===== src/sv/ic_pkg.sv =====
package ic_pkg;

  // array capacity, one cell per stored element
  localparam int MAX_ELEMS = 128;

  // field widths
  localparam int DATA_W = 32;
  localparam int COUNT_W = 13;
  localparam int IN_TDATA_W = ((DATA_W + 7) / 8) * 8;
  localparam int OUT_TDATA_W = ((COUNT_W + 7) / 8) * 8;

  // per-probe partial count, enough for every cell of the chain
  localparam int PCNT_W = $clog2(MAX_ELEMS + 1);

  // saturation limit of the running count
  localparam logic [COUNT_W-1:0] COUNT_MAX = {COUNT_W{1'b1}};

  // largest count a correct array can produce
  localparam int PAIR_ALL = (MAX_ELEMS * (MAX_ELEMS - 1)) / 2;
  localparam int PAIR_MAX = (PAIR_ALL > int'(COUNT_MAX)) ? int'(COUNT_MAX) : PAIR_ALL;

  // one element travelling down the cell chain
  typedef struct packed {
    logic                     valid;
    logic                     last;
    logic                     placed;  // found a free cell (stored, or would fit)
    logic signed [DATA_W-1:0] value;
    logic [PCNT_W-1:0]        cnt;     // stored elements greater than value so far
  } probe_t;

endpackage


===== src/sv/ic_cell.sv =====
module ic_cell (
  input  logic           clk,
  input  logic           rst,
  input  logic           adv,
  input  ic_pkg::probe_t probe_in,
  output ic_pkg::probe_t probe_out
);
  import ic_pkg::*;

  logic signed [DATA_W-1:0] elem;
  logic                     occupied;
  logic                     greater;
  logic                     capture;
  probe_t                   probe_next;

  // compare against the held element and claim the first free cell
  always_comb begin
    greater = probe_in.valid && occupied && (elem > probe_in.value);
    capture = probe_in.valid && !occupied && !probe_in.placed;
    probe_next = probe_in;
    probe_next.cnt = probe_in.cnt + PCNT_W'(greater);
    probe_next.placed = probe_in.placed || capture;
  end

  // occupancy: the final element of an array empties every cell it passes
  always_ff @(posedge clk) begin
    if (rst) begin
      occupied <= 1'b0;
      probe_out.valid <= 1'b0;
    end else if (adv) begin
      if (probe_in.valid && probe_in.last) begin
        occupied <= 1'b0;
      end else if (capture) begin
        occupied <= 1'b1;
      end
      probe_out.valid <= probe_next.valid;
    end
  end

  // payload registers
  always_ff @(posedge clk) begin
    if (adv) begin
      if (capture) begin
        elem <= probe_in.value;
      end
      probe_out.last <= probe_next.last;
      probe_out.placed <= probe_next.placed;
      probe_out.value <= probe_next.value;
      probe_out.cnt <= probe_next.cnt;
    end
  end

endmodule


===== config.mk =====
export PLATFORM = sky130hd
export DESIGN_NAME = ic_cell
export DESIGN_NICKNAME = d
export VERILOG_FILES = /design/src/sv/ic_pkg.sv /design/src/sv/ic_cell.sv
export SDC_FILE = /design/constraint.sdc
export NUM_CORES = 1
export LEC_CHECK = 0
export BUFFER_PORTS_ARGS = -buffer_cell sky130_fd_sc_hd__buf_2
export CAP_MARGIN = 20
export CORE_MARGIN = 2
export CORE_UTILIZATION = 43
export DETAILED_ROUTE_END_ITERATION = 10
export PLACE_DENSITY = 0.73
export SYNTH_ARGS = -nofsm -noshare
export SYNTH_HDL_FRONTEND = slang
export SYNTH_SLANG_ARGS = --single-unit

===== constraint.sdc =====
create_clock -name clk -period 7 [get_ports clk]
set_input_delay 0.7 -clock clk [delete_from_list [all_inputs] [get_ports clk]]
set_output_delay 0.7 -clock clk [all_outputs]
set_load 0.005 [all_outputs]

==> results_dict.tcl <==
set metrics [dict create \
    crit_required_ns 7.09 \
    cp_slowest_cell "a221o_1" \
    min_period_over_period 0.4335 \
    gp_congestion 0.7389 \
    drt_iter0_drc 72 \
    hold_class "reg -> reg" \
    diodes 0 \
    slowest_delay_ns 0.35 \
    tightest_slew_ns 1.009 \
    synth.net_count 295 \
    synth_seq_area_share 0.6949 \
    hold_viol_final 0 \
    vias_per_cell 4.690 \
    cts_buffer_depth 2 \
    setup_violations 0 \
    outcome "finished, final reports clean" \
    regArea_sq_mm 0.002262 \
    io_pins 89 \
    die_w_microns 91.01 \
    p_leak_nw 1.794 \
    gr-total-overflow 0 \
    cp.arrival_ns 3.13 \
    synth_cell_types 29 \
    cts_buffers 9 \
    cts_tree "done" \
    p_per_area_mw_per_mm2 245.2 \
    fin_skew_ns 0.007395 \
    grt_pass1_wl_mm 9.011 \
    synthArstFlopShare 0 \
    ys.flop_type "edfxtp_1" \
    syn_inst 215 \
    clock_latency_ns 0.34 \
    drc 0 \
    period_minus_slack_ns 3.034 \
    synth_edf_count 74 \
    cp_top_family "compound AO/OA/AOI/OAI gates" \
    critical_path.max_fanout 3 \
    irDropWorstVdd_mv 0.1414 \
    syn2layout_area_growth_pct 25.10 \
    critPathKind "in -> reg" \
    vias 1965 \
    dp_hpwl_mm 4.038 \
    rows 31 \
    multiInputGateArea_sq_um 880.8 \
    synth_area_per_cell_sq_um 15.14 \
    maxCapViolCount 0 \
    start_util 0.4465 \
    post_cts_resized 0 \
    crit_buf_inv 2 \
    nFillCells 628 \
    synth-seq-cells 76 \
    synth_area_leaders "edfxtp_1 68%, ha_1 13%, inv_1 3.9%" \
    dieArea_sq_mm 0.008283 \
    post_cts.repair.setup_buffers 0 \
    start_kind "primary input" \
    dr.pass1.iters 5 \
    synth_top_area_cell "edfxtp_1" \
    core_area_sq_mm 0.007292 \
    post_drt_wl_per_cell_microns 13.22 \
    drv_slew 0 \
    ant_nets 0 \
    dieHeight_microns 91.01 \
    wirelength_mm 5.541 \
    grt_max_degree 47 \
    cts.sinks 76 \
    ys_warn_count 0 \
    netlist_area_sq_mm 0.003256 \
    critPathCaptureType "flip-flop" \
    fin_nets 395 \
    rsz0062_at_grt "false" \
    drive_gt1_frac 0.3281 \
    grt_pass1_vias 1960 \
    synth_top_area_share 0.6826 \
    cts_root_buffer "clkbuf_8" \
    port_buffers 88 \
    htreeDepth 3 \
    slew_headroom 0.3274 \
    antenna_found_initial 0 \
    cp_cell_sequence "buf_2 -> inv_1 -> ha_1 -> a21oi_1 -> nand2_1 -> a221o_1 -> o31ai_2 -> a21oi_1 -> and3b_1 -> ha_1 -> ha_1 -> and3_1 -> nand3_1 -> xnor2_1" \
    cts_hold_buffers 0 \
    grt_usage 0.1414 \
    clkSlewWorstSetupHoldPaths_ns 0.08 \
    final_core_util 0.5585 \
    fin_setup_tns_ns 0 \
    max_freq_mhz 329.6 \
    cp_common_cell "ha_1" \
]
==> cell usage after synthesis, types with 2 or more instances <==
master     n
o21ai_0    4
xor2_1     2
xnor2_1    4
a21oi_1   15
nor2_1     3
a21o_1     4
edfxtp_1  74
dfxtp_1    2
nand3_1    5
and4_1     4
nand2_1   10
inv_1     34
nand4_1    5
ha_1      34
==> placed cells by master (no fill, tap or decap), drive strengths merged, types with 5 or more instances in the layout <==
cell type,Yosys,routed
nand3,5,5
clkbuf,0,10
inv,34,34
nand4,5,5
edfxtp,74,74
nand2,10,10
a21oi,15,15
ha,34,34
buf,0,89
==> through the flow <==
step,std cells,hold slack (ns),area [sq um],total power [mW],setup WS [ns]
global route,419,0.4998,4073,1.040,3.757
CTS,419,0.4747,4073,1.011,3.941
finish,419,0.4710,4073,0.9987,3.966
detailed placement,403,0.4620,3842,0.6281,3.565
global placement,403,0.4544,3842,0.6253,3.656
floorplan,215,0.4597,3256,0.5775,2.634
==> cell type report <==
cell class	instances	share of cell area
Multi-Input combinational cell	105	0.2163
Timing Repair Buffer	89	0.1100
Clock buffer	10	0.03134
Inverter	34	0.03134
Sequential cell	76	0.5555
Clock inverter	6	0.02519
Tap cell	99	0.03041
==> report_power, final <==
group,switching [mW],leakage [nW],internal (mW)
clock,0.148,0.115,0.234
sequential,0.00619,0.720,0.527
combinational,0.0449,0.958,0.0382
total,0.199,1.79,0.799
==> worst reg2reg max path: cells and delay by family (launching register included) <==
family / cells / cell delay [ns]
simple gates: 4 / 0.62
compound gates: 4 / 0.87
flops: 1 / 0.38
xor+xnor: 1 / 0.13
fa+ha+maj: 3 / 0.68
==> path summary, 6_finish.rpt <==
path	startpoint	end	slack [ns]	cells past startpoint
setup / recovery	probe_in[22]	probe_out[6]	3.97	14
hold / removal	probe_out[42]	probe_out[42]	0.47	2
setup reg to reg	elem[14]	probe_out[6]	4.09	12
hold reg to reg	probe_out[42]	probe_out[42]	0.47	2
==> registers in the layout (all words and copies together), names as in the netlist <==
signal,count
occupied,1
elem,32
probe_out,43
==> cells by family (layout without fill, tap and decap cells) <==
group / Yosys count / after routing / synth area share
fa+ha+maj: 34 / 34 / 0.1307
xor+xnor: 6 / 6 / 0.01614
simple gates: 34 / 34 / 0.05803
compound gates: 31 / 31 / 0.06111
buf+inv: 34 / 139 / 0.03920
flops: 76 / 76 / 0.6949
==> per-layer routing <==
metal | track usage | vias to the layer above | wire length (microns) | share of wire
met5 | 0 | - | 0 | 0
met4 | 0.05303 | 0 | 73 | 0.013
met3 | 0.04979 | 8 | 308 | 0.056
met2 | 0.2364 | 53 | 2767 | 0.50
met1 | 0.1682 | 902 | 2390 | 0.43
li1 | - | 1002 | - | -
Note: power is estimated with default switching activity, not from simulation.
